<file path="src/rtl/three_way_quicksort_engine_top_defines.svh">
// Assertion macros for the quicksort engine controller.
// No dependencies; the including module must provide clk and arst_n.
`ifndef THREE_WAY_QUICKSORT_ENGINE_TOP_DEFINES_SVH
`define THREE_WAY_QUICKSORT_ENGINE_TOP_DEFINES_SVH
`ifndef SYNTHESIS
// Same-cycle implication, sampled on clk and disabled during reset.
`define TWQ_ASSERT_IMPLY(lbl, ante, cons, msg) \
	lbl: assert property (@(posedge clk) disable iff (!arst_n) (ante) |-> (cons)) \
		else $error(msg);
// Next-cycle implication, sampled on clk and disabled during reset.
`define TWQ_ASSERT_NEXT(lbl, ante, cons, msg) \
	lbl: assert property (@(posedge clk) disable iff (!arst_n) (ante) |=> (cons)) \
		else $error(msg);
`else
`define TWQ_ASSERT_IMPLY(lbl, ante, cons, msg)
`define TWQ_ASSERT_NEXT(lbl, ante, cons, msg)
`endif
`endif

</file>
<file path="src/rtl/twqs_pkg.sv">
// Types and constants shared by the quicksort engine modules.
// No dependencies.
package twqs_pkg;

	localparam int KEY_W       = 32;
	localparam int TAG_W       = 16;
	localparam int ITEM_W      = KEY_W + TAG_W;
	localparam int STACK_SLOTS = 7;
	localparam int DEPTH_W     = 3;
	localparam int LIM_W       = 8;

	// Controller states.
	typedef enum logic [4:0] {
		S_LOAD, S_START, S_INS_M, S_INS_RD, S_INS_EV, S_CHK_RD, S_CHK_EV,
		S_PIV_SET, S_MED1, S_MED2, S_MED3, S_MED4, S_SW_RD, S_SW_W1, S_SW_W2,
		S_PART_INIT, S_P1_RD, S_P1_EV, S_P2_RD, S_P2_EV, S_P3, S_BS_INIT,
		S_BS_LOOP, S_DECIDE, S_POP, S_EMIT_RD, S_EMIT
	} state_t;

	// Source of the store's write data.
	typedef enum logic [1:0] {
		WR_IN, WR_A, WR_B
	} wr_sel_t;

	// Commands from the controller to the datapath.
	typedef struct packed {
		logic    rd_en;
		logic    wr_en;
		wr_sel_t wr_sel;
	} dp_cmd_t;

	// Key comparison of read port A against read port B.
	typedef struct packed {
		logic key_lt;
		logic key_gt;
	} dp_status_t;

endpackage

</file>
<file path="src/rtl/twqs_dp.sv">
// Datapath: item store with two registered read ports, one write port, key comparator.
// Depends on twqs_pkg.
module twqs_dp import twqs_pkg::*; #(
	parameter int MAX_ITEMS = 64
) (
	input  logic                         clk,
	input  dp_cmd_t                      cmd,
	input  logic [$clog2(MAX_ITEMS)-1:0] rd_a,
	input  logic [$clog2(MAX_ITEMS)-1:0] rd_b,
	input  logic [$clog2(MAX_ITEMS)-1:0] wr_addr,
	input  logic [KEY_W-1:0]             in_key,
	input  logic [TAG_W-1:0]             in_tag,
	output logic [ITEM_W-1:0]            item_a,
	output dp_status_t                   status
);

	logic [ITEM_W-1:0] mem [MAX_ITEMS];
	logic [ITEM_W-1:0] ra_q;
	logic [ITEM_W-1:0] rb_q;
	logic [ITEM_W-1:0] wdata;

	// Write data selection; an item holds the key in its low bits.
	always_comb begin
		case (cmd.wr_sel)
			WR_IN:   wdata = {in_tag, in_key};
			WR_A:    wdata = ra_q;
			WR_B:    wdata = rb_q;
			default: wdata = ra_q;
		endcase
	end

	// Store with registered reads; read registers hold until the next read.
	always_ff @(posedge clk) begin
		if (cmd.wr_en) begin
			mem[wr_addr] <= wdata;
		end
		if (cmd.rd_en) begin
			ra_q <= mem[rd_a];
			rb_q <= mem[rd_b];
		end
	end

	// Unsigned key comparison of the two read registers.
	always_comb begin
		status.key_lt = ra_q[KEY_W-1:0] < rb_q[KEY_W-1:0];
		status.key_gt = ra_q[KEY_W-1:0] > rb_q[KEY_W-1:0];
	end

	assign item_a = ra_q;

endmodule

</file>
<file path="config.mk">
export PLATFORM = sky130hd
export DESIGN_NAME = twqs_dp
export DESIGN_NICKNAME = d
export VERILOG_FILES = /design/src/rtl/three_way_quicksort_engine_top_defines.svh /design/src/rtl/twqs_pkg.sv /design/src/rtl/twqs_dp.sv
export SDC_FILE = /design/constraint.sdc
export NUM_CORES = 2
export LEC_CHECK = 0
export BUFFER_PORTS_ARGS = -buffer_cell sky130_fd_sc_hd__buf_4
export CAP_MARGIN = 20
export CORE_UTILIZATION = 50
export CTS_CLUSTER_DIAMETER = 120
export DETAILED_ROUTE_END_ITERATION = 10
export PLACE_DENSITY = 0.68
export RECOVER_POWER = 25
export SLEW_MARGIN = 10
export SYNTH_ARGS = -nofsm -noshare
export SYNTH_HDL_FRONTEND = slang
export SYNTH_SLANG_ARGS = --single-unit
</file>
<file path="constraint.sdc">
create_clock -name clk -period 5.1 [get_ports clk]
set_input_delay 0.51 -clock clk [delete_from_list [all_inputs] [get_ports clk]]
set_output_delay 0.51 -clock clk [all_outputs]
set_load 0.05 [all_outputs]
</file>
==> out/qor.yml <==
routing:
  vias: 88660
  dr.pass1.iters: 6
  wl_mm: 533.3
  post_drt_wl_per_cell_um: 46.97
  drt_iter0_drc: 16650
  post_drt_via_cell_ratio: 7.809
  ant_nets: 0
  drc: 0
floorplan:
  dieArea_um2: 291300
  fp.dieW_um: 539.7
  chipHeight_um: 539.7
  core-area_um2: 287900
  rows: 197
  ioPinCount: 121
  start_util_pct: 50.21
placement:
  post_dp_cell_area_um2: 153800
  gp_congestion: 0.9269
  io_buffers: 120
  pre_cts_ws_ns: 1.119
  dpl.hpwl_mm: 311.3
timing:
  rsz0062_at_grt: "false"
  fin_crit_sh_pct: 95.50
  skew_ns: 0.04647
  tns_ns: 0
  slew_violations: 1064
  worst_slew_pin_slew_ns: 4.994
  setup_violations: 0
  maxSlewHeadroom_pct: -232.9
  hold_viol: 0
  final.min_clock_period_ns: 4.871
  whs_ns: 0.2527
  fmax_mhz: 205.3
  setup_ws_ns: 0.2295
worst_setup_path:
  end_kind: "flip-flop"
  required_ns: 5.74
  cp-start-kind: "input port"
  worstPathCellList: "clkbuf_1, buf_12, mux2i_1, o21ai_1, buf_4"
  worstPathMaxFanout: 44
  slowest_stage: "clkbuf_1"
  max_stage_delay_ns: 2.52
  rr_worst_depth: 2
  crit_type: "in2reg"
  rrSetupSlack_ns: 2.12
  r2r-end: "mem[50][43]"
  r2r_start: "rb_q[43]"
  crit_family: "buffers and inverters"
  crit_arrival_ns: 5.51
  cp_num_buf_inv: 3
logic_synthesis:
  synth_top_family_by_area: "multiplexers"
  syn_area_um2: 144600
  yosysTopAreaCell: "edfxtp_1"
  yosys-mux-area-fraction_pct: 26.44
  synth-seq-cells: 3168
  synthXorXnorAreaFrac_pct: 0
  synth_nets: 7070
  synthCells: 6967
  post-synth-top-count-cell: "edfxtp_1"
  synth_adder_area_share_pct: 0.2770
  synth.area.top_cells: "edfxtp_1 (66%), mux4_2 (24%), mux2i_1 (2.0%)"
  yosysWarningCount: 0
  yosys_most_used_dff: "edfxtp_1"
  postSynth.asyncResetShare_pct: 0
  avgSynthCellArea_um2: 20.75
  synth.top_cell.area_share_pct: 65.81
  synth_edf_count: 3168
  yosysSeqAreaShare_pct: 65.81
  synth_cell_type_count: 42
  synthTopCellsByCount: "edfxtp_1 (3168), mux4_2 (1537), mux2i_1 (291)"
  yosys.area_share.simple_pct: 1.118
  synth_compound_area_share_pct: 4.509
min_path:
  min_to: "mem[49][16]"
  hp-class: "in2reg"
  hold_depth: 2
  worstHoldStart: "wr_addr[1]"
layout:
  fin_nets: 7391
  drive_gt1_share_pct: 35.25
  final_core_util_pct: 56.79
  area_growth_pct: 13.09
  final_area_um2: 163500
global_route:
  grt_max_degree: 85
  grt_first_pass_wirelength_mm: 725.6
  antenna_found_initial: 35
  grtUsageTotal_pct: 36.61
  grt-ovfl-total: 0
  grt_pass1_vias: 86860
power_and_ir_drop:
  leakage_nw: 51.58
  irDropWorstVdd_v: 0.0003085
  cellPowerDensity_nw_per_um2: 361.7
clocking:
  path_clk_slew_ns: 0.06
  cts-root-buf: "clkbuf_16"
  cts_tree: "done"
  cts_max_path_buffers: 4
  cts_hold_buf: 0
  cts.sink_count: 3168
  h-tree-depth: 5
  clock_latency_ns: 0.91
  cts_resized: 0
  numCtsBuffers: 329
  post_cts_buffers: 0
job:
  drv_cap: 51
run_status:
  status: "finished with violations"
  violations: "capacitance limit, slew limit"
[per-layer routing]
layer | global-route usage (%) | routed length [µm] | vias up
met5 | 0 | 175 | -
met4 | 21.17 | 37960 | 26
met3 | 13.92 | 92150 | 1904
met2 | 51.94 | 228400 | 8772
met1 | 48.45 | 174500 | 46440
li1 | - | - | 31520
[state kept, by name (all words and copies together) (netlist names)]
register / count
rb_q: 48
mem: 3072
item_a: 48
[area by class of cell]
type	instances	area (µm²)
fillers	20880	124400
flip-flops and latches	3168	95130
multi-input cells	3215	47480
clock buffers	396	8655
repair buffers	538	5580
well taps	3781	4731
clock inverters	185	1677
inverters	36	138.9
diodes	34	85.08
[worst register-to-register path, cell delays in order (launching register included)]
cell and delay (ns):
edfxtp_1 0.45, mux2i_1 0.11, o21ai_1 1.87
[logic make-up (layout without fill, tap and decap cells)]
kind of cell	after synthesis	count (layout)
flops	3168	3168
mux	1890	1890
compound gates	934	934
buf+inv	584	1155
simple gates	359	359
fa+ha+maj	32	32
other cells	0	34
[where the power goes]
| part | leakage, nW | total (W) | internal, W | switching (W) |
|---|---|---|---|---|
| combinational | 17.8 | 0.00563 | 0.00199 | 0.00364 |
| sequential | 28.7 | 0.0297 | 0.0294 | 0.000280 |
| clock | 5.06 | 0.0238 | 0.0135 | 0.0103 |
| total | 51.6 | 0.0591 | 0.0449 | 0.0142 |
[cells in the final DEF, fill, tap and decap left out, drive strengths merged, types with 17 or more instances in the layout]
cell type  count
edfxtp      3168
mux4        1537
buf          493
clkbuf       441
mux2i        291
a21oi        211
a221oi       192
o21ai        155
clkinv       139
nor2         138
o221ai       112
o22ai        108
nand2        103
a22o          84
mux2          62
inv           44
diode         34
ha            32
a211oi        30
nor2b         30
bufinv        28
o211a         27
nor3          22
nand2b        17
[stage by stage]
step,instances,power [W]
after detailed placement,10740,0.03570
after floorplan,6967,0.03343
after CTS,11320,0.05893
after global routing,11320,0.06015
after global placement,10720,0.03558
final,11350,0.05913
[how the worst max path moves through the flow]
stage | start | end | slack (ns) | depth (start not counted)
after floorplan | wr_addr[3] | mem[48][0] | 0.31 | 4
after global placement | rd_b[0] | rb_q[14] | 1.08 | 8
after detailed placement | rd_b[0] | rb_q[14] | 1.12 | 8
after CTS | item_a[10] | status[0] | 0.81 | 8
after global routing | cmd[1] | mem[47][45] | 0.37 | 3
final | cmd[1] | mem[54][46] | 0.23 | 5
Note: power is estimated with default switching activity, not from simulation.
