[src/rtl/three_way_quicksort_engine_top_defines.svh]
// Assertion macros for the quicksort engine controller.
// No dependencies; the including module must provide clk and arst_n.
`ifndef THREE_WAY_QUICKSORT_ENGINE_TOP_DEFINES_SVH
`define THREE_WAY_QUICKSORT_ENGINE_TOP_DEFINES_SVH
`ifndef SYNTHESIS
// Same-cycle implication, sampled on clk and disabled during reset.
`define TWQ_ASSERT_IMPLY(lbl, ante, cons, msg) \
	lbl: assert property (@(posedge clk) disable iff (!arst_n) (ante) |-> (cons)) \
		else $error(msg);
// Next-cycle implication, sampled on clk and disabled during reset.
`define TWQ_ASSERT_NEXT(lbl, ante, cons, msg) \
	lbl: assert property (@(posedge clk) disable iff (!arst_n) (ante) |=> (cons)) \
		else $error(msg);
`else
`define TWQ_ASSERT_IMPLY(lbl, ante, cons, msg)
`define TWQ_ASSERT_NEXT(lbl, ante, cons, msg)
`endif
`endif

[src/rtl/twqs_pkg.sv]
// Types and constants shared by the quicksort engine modules.
// No dependencies.
package twqs_pkg;

	localparam int KEY_W       = 32;
	localparam int TAG_W       = 16;
	localparam int ITEM_W      = KEY_W + TAG_W;
	localparam int STACK_SLOTS = 7;
	localparam int DEPTH_W     = 3;
	localparam int LIM_W       = 8;

	// Controller states.
	typedef enum logic [4:0] {
		S_LOAD, S_START, S_INS_M, S_INS_RD, S_INS_EV, S_CHK_RD, S_CHK_EV,
		S_PIV_SET, S_MED1, S_MED2, S_MED3, S_MED4, S_SW_RD, S_SW_W1, S_SW_W2,
		S_PART_INIT, S_P1_RD, S_P1_EV, S_P2_RD, S_P2_EV, S_P3, S_BS_INIT,
		S_BS_LOOP, S_DECIDE, S_POP, S_EMIT_RD, S_EMIT
	} state_t;

	// Source of the store's write data.
	typedef enum logic [1:0] {
		WR_IN, WR_A, WR_B
	} wr_sel_t;

	// Commands from the controller to the datapath.
	typedef struct packed {
		logic    rd_en;
		logic    wr_en;
		wr_sel_t wr_sel;
	} dp_cmd_t;

	// Key comparison of read port A against read port B.
	typedef struct packed {
		logic key_lt;
		logic key_gt;
	} dp_status_t;

endpackage

[src/rtl/twqs_ctrl.sv]
// Controller: load, quicksort sequencer with partition stack, and emission.
// Depends on twqs_pkg and the assertion macro header.
`include "three_way_quicksort_engine_top_defines.svh"
module twqs_ctrl import twqs_pkg::*; #(
	parameter int MAX_ITEMS     = 64,
	parameter int SMALL_LIMIT   = 7,
	parameter int NINTHER_LIMIT = 40
) (
	input  logic                         clk,
	input  logic                         arst_n,
	input  logic                         s_tvalid,
	output logic                         s_tready,
	input  logic                         s_tlast,
	output logic                         m_tvalid,
	input  logic                         m_tready,
	output logic                         m_tlast,
	output dp_cmd_t                      cmd,
	output logic [$clog2(MAX_ITEMS)-1:0] rd_a,
	output logic [$clog2(MAX_ITEMS)-1:0] rd_b,
	output logic [$clog2(MAX_ITEMS)-1:0] wr_addr,
	input  dp_status_t                   status
);

	localparam int AW = $clog2(MAX_ITEMS);
	localparam int IW = $clog2(MAX_ITEMS + 1);
	localparam logic [IW-1:0] ONE = IW'(1);
	localparam logic [IW-1:0] MAXN = IW'(MAX_ITEMS);

	state_t state_q, state_d, ret_q, ret_d;
	logic [IW-1:0] cnt_q, cnt_d, lo_q, lo_d, n_q, n_d, m_q, m_d, l_q, l_d, k_q, k_d;
	logic [IW-1:0] pa_q, pa_d, pb_q, pb_d, pc_q, pc_d, pd_q, pd_d;
	logic [IW-1:0] sw_i_q, sw_i_d, sw_j_q, sw_j_d;
	logic [IW-1:0] ta_q, ta_d, tb_q, tb_d, tc_q, tc_d;
	logic [IW-1:0] piv_q [3];
	logic [IW-1:0] piv_d [3];
	logic [IW-1:0] bs_i_q, bs_i_d, bs_j_q, bs_j_d, bs_cnt_q, bs_cnt_d;
	logic          bs_second_q, bs_second_d;
	logic [1:0]    j_q, j_d;
	logic          ab_lt_q, ab_lt_d, bc_lt_q, bc_lt_d, bc_gt_q, bc_gt_d;
	logic [DEPTH_W-1:0] depth_q, depth_d;
	logic [IW-1:0] stk_lo_q [STACK_SLOTS];
	logic [IW-1:0] stk_lo_d [STACK_SLOTS];
	logic [IW-1:0] stk_n_q [STACK_SLOTS];
	logic [IW-1:0] stk_n_d [STACK_SLOTS];

	logic [IW-1:0] hi, mid, last, dn, med, a1, b1, a2, b2, d1, d2, s_lo, s_n, b_lo, b_n;
	logic [LIM_W-1:0] n_w;

	// Range bounds and partition bookkeeping derived from the index registers.
	always_comb begin
		hi   = lo_q + n_q;
		mid  = lo_q + (n_q >> 1);
		last = hi - ONE;
		dn   = n_q >> 3;
		n_w  = LIM_W'(n_q);
		med  = ab_lt_q ? (bc_lt_q ? tb_q : (status.key_lt ? tc_q : ta_q))
			: (bc_gt_q ? tb_q : (status.key_lt ? ta_q : tc_q));
		a1 = pa_q - lo_q;
		b1 = pb_q - pa_q;
		a2 = pd_q - pc_q;
		b2 = hi - pd_q - ONE;
		d1 = b1;
		d2 = a2;
		if (d1 <= d2) begin
			s_lo = lo_q;
			s_n  = d1;
			b_lo = hi - d2;
			b_n  = d2;
		end else begin
			s_lo = hi - d2;
			s_n  = d2;
			b_lo = lo_q;
			b_n  = d1;
		end
	end

	// Next state and outputs.
	always_comb begin
		state_d = state_q; ret_d = ret_q; cnt_d = cnt_q; lo_d = lo_q; n_d = n_q;
		m_d = m_q; l_d = l_q; k_d = k_q; pa_d = pa_q; pb_d = pb_q; pc_d = pc_q;
		pd_d = pd_q; sw_i_d = sw_i_q; sw_j_d = sw_j_q; ta_d = ta_q; tb_d = tb_q;
		tc_d = tc_q; piv_d = piv_q; bs_i_d = bs_i_q; bs_j_d = bs_j_q;
		bs_cnt_d = bs_cnt_q; bs_second_d = bs_second_q; j_d = j_q;
		ab_lt_d = ab_lt_q; bc_lt_d = bc_lt_q; bc_gt_d = bc_gt_q; depth_d = depth_q;
		stk_lo_d = stk_lo_q; stk_n_d = stk_n_q;
		cmd = '0; rd_a = '0; rd_b = '0; wr_addr = '0;
		s_tready = 1'b0; m_tvalid = 1'b0; m_tlast = 1'b0;
		case (state_q)
			S_LOAD: begin
				s_tready = 1'b1;
				if (s_tvalid) begin
					if (cnt_q < MAXN) begin
						cmd.wr_en  = 1'b1;
						cmd.wr_sel = WR_IN;
						wr_addr    = cnt_q[AW-1:0];
						cnt_d      = cnt_q + ONE;
					end
					if (s_tlast) begin
						lo_d    = '0;
						n_d     = (cnt_q < MAXN) ? cnt_q + ONE : cnt_q;
						depth_d = '0;
						state_d = S_START;
					end
				end
			end
			S_START: begin
				m_d     = lo_q + ONE;
				state_d = (n_w < LIM_W'(SMALL_LIMIT)) ? S_INS_M : S_CHK_RD;
			end
			// Insertion sort of a short range.
			S_INS_M: begin
				if (m_q >= hi) begin
					state_d = S_POP;
				end else begin
					l_d     = m_q;
					state_d = S_INS_RD;
				end
			end
			S_INS_RD: begin
				if (l_q > lo_q) begin
					cmd.rd_en = 1'b1;
					rd_a      = AW'(l_q - ONE);
					rd_b      = l_q[AW-1:0];
					state_d   = S_INS_EV;
				end else begin
					m_d     = m_q + ONE;
					state_d = S_INS_M;
				end
			end
			S_INS_EV: begin
				if (status.key_gt) begin
					sw_i_d  = l_q;
					sw_j_d  = l_q - ONE;
					l_d     = l_q - ONE;
					ret_d   = S_INS_RD;
					state_d = S_SW_RD;
				end else begin
					m_d     = m_q + ONE;
					state_d = S_INS_M;
				end
			end
			// Skip a range that is already in order.
			S_CHK_RD: begin
				if (m_q < hi) begin
					cmd.rd_en = 1'b1;
					rd_a      = AW'(m_q - ONE);
					rd_b      = m_q[AW-1:0];
					state_d   = S_CHK_EV;
				end else begin
					state_d = S_POP;
				end
			end
			S_CHK_EV: begin
				if (status.key_gt) begin
					if (n_w > LIM_W'(NINTHER_LIMIT)) begin
						j_d     = 2'd0;
						state_d = S_PIV_SET;
					end else if (n_w > LIM_W'(SMALL_LIMIT)) begin
						j_d     = 2'd3;
						state_d = S_PIV_SET;
					end else begin
						sw_i_d  = lo_q;
						sw_j_d  = mid;
						ret_d   = S_PART_INIT;
						state_d = S_SW_RD;
					end
				end else begin
					m_d     = m_q + ONE;
					state_d = S_CHK_RD;
				end
			end
			// Pivot: median of three medians if large, else of lo, mid, last.
			S_PIV_SET: begin
				case (j_q)
					2'd0: begin
						ta_d = lo_q; tb_d = lo_q + dn; tc_d = lo_q + dn + dn;
					end
					2'd1: begin
						ta_d = mid - dn; tb_d = mid; tc_d = mid + dn;
					end
					2'd2: begin
						ta_d = last - dn - dn; tb_d = last - dn; tc_d = last;
					end
					default: begin
						if (n_w > LIM_W'(NINTHER_LIMIT)) begin
							ta_d = piv_q[0]; tb_d = piv_q[1]; tc_d = piv_q[2];
						end else begin
							ta_d = lo_q; tb_d = mid; tc_d = last;
						end
					end
				endcase
				state_d = S_MED1;
			end
			S_MED1: begin
				cmd.rd_en = 1'b1;
				rd_a      = ta_q[AW-1:0];
				rd_b      = tb_q[AW-1:0];
				state_d   = S_MED2;
			end
			S_MED2: begin
				ab_lt_d   = status.key_lt;
				cmd.rd_en = 1'b1;
				rd_a      = tb_q[AW-1:0];
				rd_b      = tc_q[AW-1:0];
				state_d   = S_MED3;
			end
			S_MED3: begin
				bc_lt_d   = status.key_lt;
				bc_gt_d   = status.key_gt;
				cmd.rd_en = 1'b1;
				rd_a      = ta_q[AW-1:0];
				rd_b      = tc_q[AW-1:0];
				state_d   = S_MED4;
			end
			S_MED4: begin
				if (j_q == 2'd3) begin
					sw_i_d  = lo_q;
					sw_j_d  = med;
					ret_d   = S_PART_INIT;
					state_d = S_SW_RD;
				end else begin
					piv_d[j_q] = med;
					j_d        = j_q + 2'd1;
					state_d    = S_PIV_SET;
				end
			end
			// Swap of two items: read both, then write each back crosswise.
			S_SW_RD: begin
				cmd.rd_en = 1'b1;
				rd_a      = sw_i_q[AW-1:0];
				rd_b      = sw_j_q[AW-1:0];
				state_d   = S_SW_W1;
			end
			S_SW_W1: begin
				cmd.wr_en  = 1'b1;
				cmd.wr_sel = WR_B;
				wr_addr    = sw_i_q[AW-1:0];
				state_d    = S_SW_W2;
			end
			S_SW_W2: begin
				cmd.wr_en  = 1'b1;
				cmd.wr_sel = WR_A;
				wr_addr    = sw_j_q[AW-1:0];
				state_d    = ret_q;
			end
			// Three-way partition around the pivot at the range start.
			S_PART_INIT: begin
				pa_d    = lo_q + ONE;
				pb_d    = lo_q + ONE;
				pc_d    = last;
				pd_d    = last;
				state_d = S_P1_RD;
			end
			S_P1_RD: begin
				if (pb_q <= pc_q) begin
					cmd.rd_en = 1'b1;
					rd_a      = pb_q[AW-1:0];
					rd_b      = lo_q[AW-1:0];
					state_d   = S_P1_EV;
				end else begin
					state_d = S_P2_RD;
				end
			end
			S_P1_EV: begin
				if (status.key_gt) begin
					state_d = S_P2_RD;
				end else if (!status.key_lt) begin
					sw_i_d  = pa_q;
					sw_j_d  = pb_q;
					pa_d    = pa_q + ONE;
					pb_d    = pb_q + ONE;
					ret_d   = S_P1_RD;
					state_d = S_SW_RD;
				end else begin
					pb_d    = pb_q + ONE;
					state_d = S_P1_RD;
				end
			end
			S_P2_RD: begin
				if (pb_q <= pc_q) begin
					cmd.rd_en = 1'b1;
					rd_a      = pc_q[AW-1:0];
					rd_b      = lo_q[AW-1:0];
					state_d   = S_P2_EV;
				end else begin
					state_d = S_P3;
				end
			end
			S_P2_EV: begin
				if (status.key_lt) begin
					state_d = S_P3;
				end else if (!status.key_gt) begin
					sw_i_d  = pc_q;
					sw_j_d  = pd_q;
					pc_d    = pc_q - ONE;
					pd_d    = pd_q - ONE;
					ret_d   = S_P2_RD;
					state_d = S_SW_RD;
				end else begin
					pc_d    = pc_q - ONE;
					state_d = S_P2_RD;
				end
			end
			S_P3: begin
				if (pb_q > pc_q) begin
					state_d = S_BS_INIT;
				end else begin
					sw_i_d  = pb_q;
					sw_j_d  = pc_q;
					pb_d    = pb_q + ONE;
					pc_d    = pc_q - ONE;
					ret_d   = S_P1_RD;
					state_d = S_SW_RD;
				end
			end
			// Move the equal keys from both ends into the middle.
			S_BS_INIT: begin
				bs_cnt_d    = (a1 < b1) ? a1 : b1;
				bs_i_d      = lo_q;
				bs_j_d      = pb_q - ((a1 < b1) ? a1 : b1);
				bs_second_d = 1'b0;
				state_d     = S_BS_LOOP;
			end
			S_BS_LOOP: begin
				if (bs_cnt_q == '0) begin
					if (!bs_second_q) begin
						bs_cnt_d    = (a2 < b2) ? a2 : b2;
						bs_i_d      = pb_q;
						bs_j_d      = hi - ((a2 < b2) ? a2 : b2);
						bs_second_d = 1'b1;
					end else begin
						state_d = S_DECIDE;
					end
				end else begin
					sw_i_d   = bs_i_q;
					sw_j_d   = bs_j_q;
					bs_i_d   = bs_i_q + ONE;
					bs_j_d   = bs_j_q + ONE;
					bs_cnt_d = bs_cnt_q - ONE;
					ret_d    = S_BS_LOOP;
					state_d  = S_SW_RD;
				end
			end
			// If both need sorting, go on with smaller, stack larger if room.
			S_DECIDE: begin
				if (s_n > ONE && b_n > ONE) begin
					if (depth_q < DEPTH_W'(STACK_SLOTS)) begin
						stk_lo_d[depth_q] = b_lo;
						stk_n_d[depth_q]  = b_n;
						depth_d           = depth_q + DEPTH_W'(1);
					end
					lo_d    = s_lo;
					n_d     = s_n;
					state_d = S_START;
				end else if (b_n > ONE) begin
					lo_d    = b_lo;
					n_d     = b_n;
					state_d = S_START;
				end else if (s_n > ONE) begin
					lo_d    = s_lo;
					n_d     = s_n;
					state_d = S_START;
				end else begin
					state_d = S_POP;
				end
			end
			S_POP: begin
				if (depth_q == '0) begin
					k_d     = '0;
					state_d = S_EMIT_RD;
				end else begin
					depth_d = depth_q - DEPTH_W'(1);
					lo_d    = stk_lo_q[depth_q - DEPTH_W'(1)];
					n_d     = stk_n_q[depth_q - DEPTH_W'(1)];
					state_d = S_START;
				end
			end
			// Emission of the sorted store in address order.
			S_EMIT_RD: begin
				cmd.rd_en = 1'b1;
				rd_a      = k_q[AW-1:0];
				rd_b      = k_q[AW-1:0];
				state_d   = S_EMIT;
			end
			S_EMIT: begin
				m_tvalid = 1'b1;
				m_tlast  = (k_q == cnt_q - ONE);
				if (m_tready) begin
					if (k_q == cnt_q - ONE) begin
						cnt_d   = '0;
						depth_d = '0;
						state_d = S_LOAD;
					end else begin
						k_d     = k_q + ONE;
						state_d = S_EMIT_RD;
					end
				end
			end
			default: begin
				state_d = S_LOAD;
			end
		endcase
	end

	// State and index registers.
	always_ff @(posedge clk or negedge arst_n) begin
		if (!arst_n) begin
			state_q <= S_LOAD; ret_q <= S_LOAD; cnt_q <= '0; lo_q <= '0; n_q <= '0;
			m_q <= '0; l_q <= '0; k_q <= '0; pa_q <= '0; pb_q <= '0; pc_q <= '0;
			pd_q <= '0; sw_i_q <= '0; sw_j_q <= '0; ta_q <= '0; tb_q <= '0;
			tc_q <= '0; piv_q <= '{default: '0}; bs_i_q <= '0; bs_j_q <= '0;
			bs_cnt_q <= '0; bs_second_q <= 1'b0; j_q <= '0; ab_lt_q <= 1'b0;
			bc_lt_q <= 1'b0; bc_gt_q <= 1'b0; depth_q <= '0;
			stk_lo_q <= '{default: '0}; stk_n_q <= '{default: '0};
		end else begin
			state_q <= state_d; ret_q <= ret_d; cnt_q <= cnt_d; lo_q <= lo_d;
			n_q <= n_d; m_q <= m_d; l_q <= l_d; k_q <= k_d; pa_q <= pa_d;
			pb_q <= pb_d; pc_q <= pc_d; pd_q <= pd_d; sw_i_q <= sw_i_d;
			sw_j_q <= sw_j_d; ta_q <= ta_d; tb_q <= tb_d; tc_q <= tc_d;
			piv_q <= piv_d; bs_i_q <= bs_i_d; bs_j_q <= bs_j_d;
			bs_cnt_q <= bs_cnt_d; bs_second_q <= bs_second_d; j_q <= j_d;
			ab_lt_q <= ab_lt_d; bc_lt_q <= bc_lt_d; bc_gt_q <= bc_gt_d;
			depth_q <= depth_d; stk_lo_q <= stk_lo_d; stk_n_q <= stk_n_d;
		end
	end

	// The stack never holds more than its slots.
	`TWQ_ASSERT_IMPLY(a_stack_bound, 1'b1, depth_q <= DEPTH_W'(STACK_SLOTS), "stack overflow")
	// The left scan never passes the right scan by more than one.
	`TWQ_ASSERT_IMPLY(a_scan_order, state_q == S_P1_RD, pb_q <= pc_q + ONE, "scan crossed")
	// Swaps only touch loaded entries.
	`TWQ_ASSERT_IMPLY(a_swap_range, state_q == S_SW_RD, sw_i_q < cnt_q && sw_j_q < cnt_q, "swap out of range")
	// The fill count stays within the store.
	`TWQ_ASSERT_IMPLY(a_count_bound, 1'b1, cnt_q <= MAXN, "count overflow")

endmodule
[config.mk]
export PLATFORM = sky130hd
export DESIGN_NAME = twqs_ctrl
export DESIGN_NICKNAME = d
export VERILOG_FILES = /design/src/rtl/twqs_pkg.sv /design/src/rtl/twqs_ctrl.sv
export VERILOG_INCLUDE_DIRS = /design/src /design/src/rtl
export SDC_FILE = /design/constraint.sdc
export NUM_CORES = 1
export LEC_CHECK = 0
export BUFFER_PORTS_ARGS = -buffer_cell sky130_fd_sc_hd__buf_2
export CAP_MARGIN = 15
export CORE_MARGIN = 3
export CORE_UTILIZATION = 65
export DETAILED_ROUTE_END_ITERATION = 7
export HOLD_SLACK_MARGIN = 0.08
export MAX_ROUTING_LAYER = met4
export PLACE_DENSITY = 0.82
export SYNTH_ARGS = -nofsm -noshare
export SYNTH_HDL_FRONTEND = slang
export SYNTH_SLANG_ARGS = --single-unit
[constraint.sdc]
create_clock -name clk -period 5.8 [get_ports clk]
set_input_delay 1.45 -clock clk [delete_from_list [all_inputs] [get_ports clk]]
set_output_delay 1.45 -clock clk [all_outputs]
set_load 0.02 [all_outputs]
==> results.py <==
metrics = {
    "run_status": {
        "status": "finished, violations left",
        "violations": "DRC",
    },
    "run": {
        "cap_violations": 0,
    },
    "sta": {
        "period_needed_ns": 5.75,
        "finalHoldViolations": 0,
        "setup-violations-final": 0,
        "worst-slew-pin-transition_ns": 1.28,
        "maxSlewViolCount": 0,
        "timing.final.crit_share_pct": 99.1,
        "fmax_mhz": 174,
        "relSlewSlack_pct": 14.8,
        "rsz0062_at_grt": "true",
        "timing.hold.ws_ns": 0.484,
        "final.setup.worst_slack_ns": 0.0532,
        "fin_skew_ns": 0.0167,
    },
    "cts": {
        "hold_buffers": 0,
        "numClockSinks": 254,
        "clockBufferDepth": 3,
        "clk_latency_ns": 0.57,
        "cts_tree": "done",
        "root_buffer": "clkbuf_16",
        "cts_max_level": 1,
        "clkSlewWorstSetupHoldPaths_ns": 0.06,
        "cts_buffers": 28,
    },
    "place": {
        "port_buffers": 31,
        "dpl_cell_area_um2": 20100,
        "pre_cts_ws_ns": 0.265,
        "numPlacedInstances": 2638,
        "dpl.hpwl_um": 51000,
        "place.gp.congestion": 1.12,
    },
    "worst_setup_path": {
        "r2r-start": "pa_q[1]$_DFFE_PN0P_",
        "crit_chain": "ha_4 > fa_2 > a21o_1 > a21oi_2 > o21ai_1 > a21oi_1 > xnor2_1 > ha_1 > nand4_1 > a21oi_1 > nor2_1 > nand2_2 > or4_4 > o221ai_4 > a221o_1 > buf_6",
        "cp_data_arrival_time_ns": 4.30,
        "setup.worst_path.start": "n_q[0]$_DFFE_PN0P_",
        "endpoint_kind": "output port",
        "worstSetupPathType": "reg -> out",
        "path_max_fanout": 8,
        "cp_common_cell": "a21oi_1",
        "start_kind": "register",
        "slowest_stage": "or4_4",
        "cp.required_ns": 4.35,
        "cpPeakStageDelay_ns": 0.63,
    },
    "worst_hold_path": {
        "holdCritPathClass": "reg -> reg",
        "holdCritStartpoint": "stk_lo_q[45]$_DFFE_PN0P_",
    },
    "global_routing": {
        "grt_pass1_wl_um": 105000,
        "grt_use_total_pct": 44.3,
        "grt_max_degree": 110,
        "grt_pass1_vias": 17900,
        "overflow": 0,
        "antenna_found_initial": 0,
    },
    "layout": {
        "area_delta_synth_final_pct": 9.55,
        "layout-drive-gt1-share_pct": 12.0,
        "nNetsFinal": 2432,
        "final_cell_area_um2": 21200,
        "fin_cells": 2696,
    },
    "routing": {
        "vias": 19000,
        "firstDrtPassIters": 8,
        "viasPerCell": 7.06,
        "ant_nets": 0,
        "drtIter0Drc": 2919,
        "drc": 1,
        "drt-wirelength-per-cell_um": 25.9,
        "wl_um": 69700,
    },
    "logic_synthesis": {
        "synth_most_common_cell": "dfrtp_1",
        "synthTopCellsByCount": "dfrtp_1, nand2_1, o21ai_0",
        "synth.top_cell.area_share_pct": 32.9,
        "avgSynthCellArea_um2": 8.48,
        "async_reset_ff_share_pct": 100,
        "synth_top_flop_cell": "dfrtp_1",
        "ys_seq_area_share_pct": 32.9,
        "yosysTopAreaCell": "dfrtp_1",
        "synth_edf_count": 0,
        "synth.top_cells.by_area": "dfrtp_1, ha_1, o21ai_0, a21oi_1, nand2_1",
        "yosys_warnings": 0,
        "ys_ff_latch": 254,
        "synthCells": 2278,
        "syn_nets": 2418,
        "syn-cell-area_um2": 19300,
        "ys_types": 87,
    },
    "floorplan": {
        "start_util_pct": 66.6,
        "ios": 32,
        "row_count": 62,
        "die_x_um": 178,
        "die_area_um2": 31800,
        "coreArea_um2": 29000,
        "die_h_um": 178,
    },
}
==> layer usage <==
metal | global-route usage (%) | vias up | wire length [µm]
li1 | - | 8289 | -
met1 | 58.3 | 9026 | 26200
met2 | 64.4 | 1377 | 29700
met3 | 8.85 | 341 | 8710
met4 | 24.3 | 0 | 5030
met5 | - | - | 0
==> cell type report <==
| cell class | count | area, µm² |
|---|---|---|
| Clock inverter | 4 | 30.0 |
| Fill cell | 2190 | 7850 |
| Clock buffer | 45 | 876 |
| Sequential cell | 254 | 6360 |
| Tap cell | 384 | 480 |
| Timing Repair Buffer | 114 | 825 |
| Multi-Input combinational cell | 1774 | 12100 |
| Inverter | 120 | 450 |
| Antenna cell | 1 | 2.50 |
==> logic make-up after synthesis <==
logic type / share of synthesized area (%)
compound gates: 23.9
xor+xnor: 4.91
fa+ha+maj: 9.60
buf+inv: 5.03
flops: 32.9
mux: 8.34
simple gates: 15.4
==> critical path, delay by kind of cell, from the launching register on <==
kind                       cells  cell delay [ns]
AOI/OAI and AO/OA              7             1.08
xor gates and xnor gates       1             0.17
adders and majority gates      3             0.90
buffers and inverters          1             0.13
DFF                            1             0.43
and+or+nand+nor                4             1.01
==> repair_timing <==
| action | CTS | global route |
|---|---|---|
| endpoints found under the setup margin | 13 | 12 |
| cloned | 1 | 0 |
| pin swaps | 1 | 12 |
| resized for setup | 10 | 22 |
| setup buffers | 0 | 6 |
==> state kept, by name, indices dropped and copies added (netlist names), 7 cells and up <==
name and cells:
lo_q 7, m_q 7, pd_q 7, stk_lo_q 49
piv_q 18, pb_q 7, stk_n_q 49, k_q 7
n_q 7, l_q 7, pc_q 7, pa_q 7
bs_cnt_q 7, cnt_q 7
==> cells in the final DEF, fill, tap and decap left out, drive strengths merged, types with 26 or more instances in the layout <==
cell	n
buf	114
ha	120
nand2	251
inv	120
a31oi	33
nor3	32
mux2i	45
nor2	201
xnor2	73
a221oi	26
a21o	40
dfrtp	254
a21oi	202
mux2	74
xor2	32
clkbuf	45
nor2b	31
nand3	51
o21ai	215
==> final timing paths <==
kind | end | slack [ns] | cells after the start
setup reg to reg | stk_n_q[5]$_DFFE_PN0P_ | 0.33 | 16
max in group asynchronous | stk_n_q[10]$_DFFE_PN0P_ | 3.65 | 2
setup / recovery | rd_a[5] | 0.05 | 16
min in group asynchronous | l_q[6]$_DFFE_PN0P_ | 0.93 | 1
hold / removal | stk_lo_q[45]$_DFFE_PN0P_ | 0.48 | 2
hold reg to reg | stk_lo_q[45]$_DFFE_PN0P_ | 0.48 | 2
==> per-stage QoR <==
stage	setup TNS, ns	utilization [%]
5_1_grt	-0.367	73.0
6_report	0	73.0
4_1_cts	0	72.5
3_3_place_gp	0	69.1
2_1_floorplan	0	-
3_5_place_dp	0	69.2
Power is left out: the tool's default activity adds up to more than one toggle a clock period on the data nets, which glitch-free logic cannot reach.
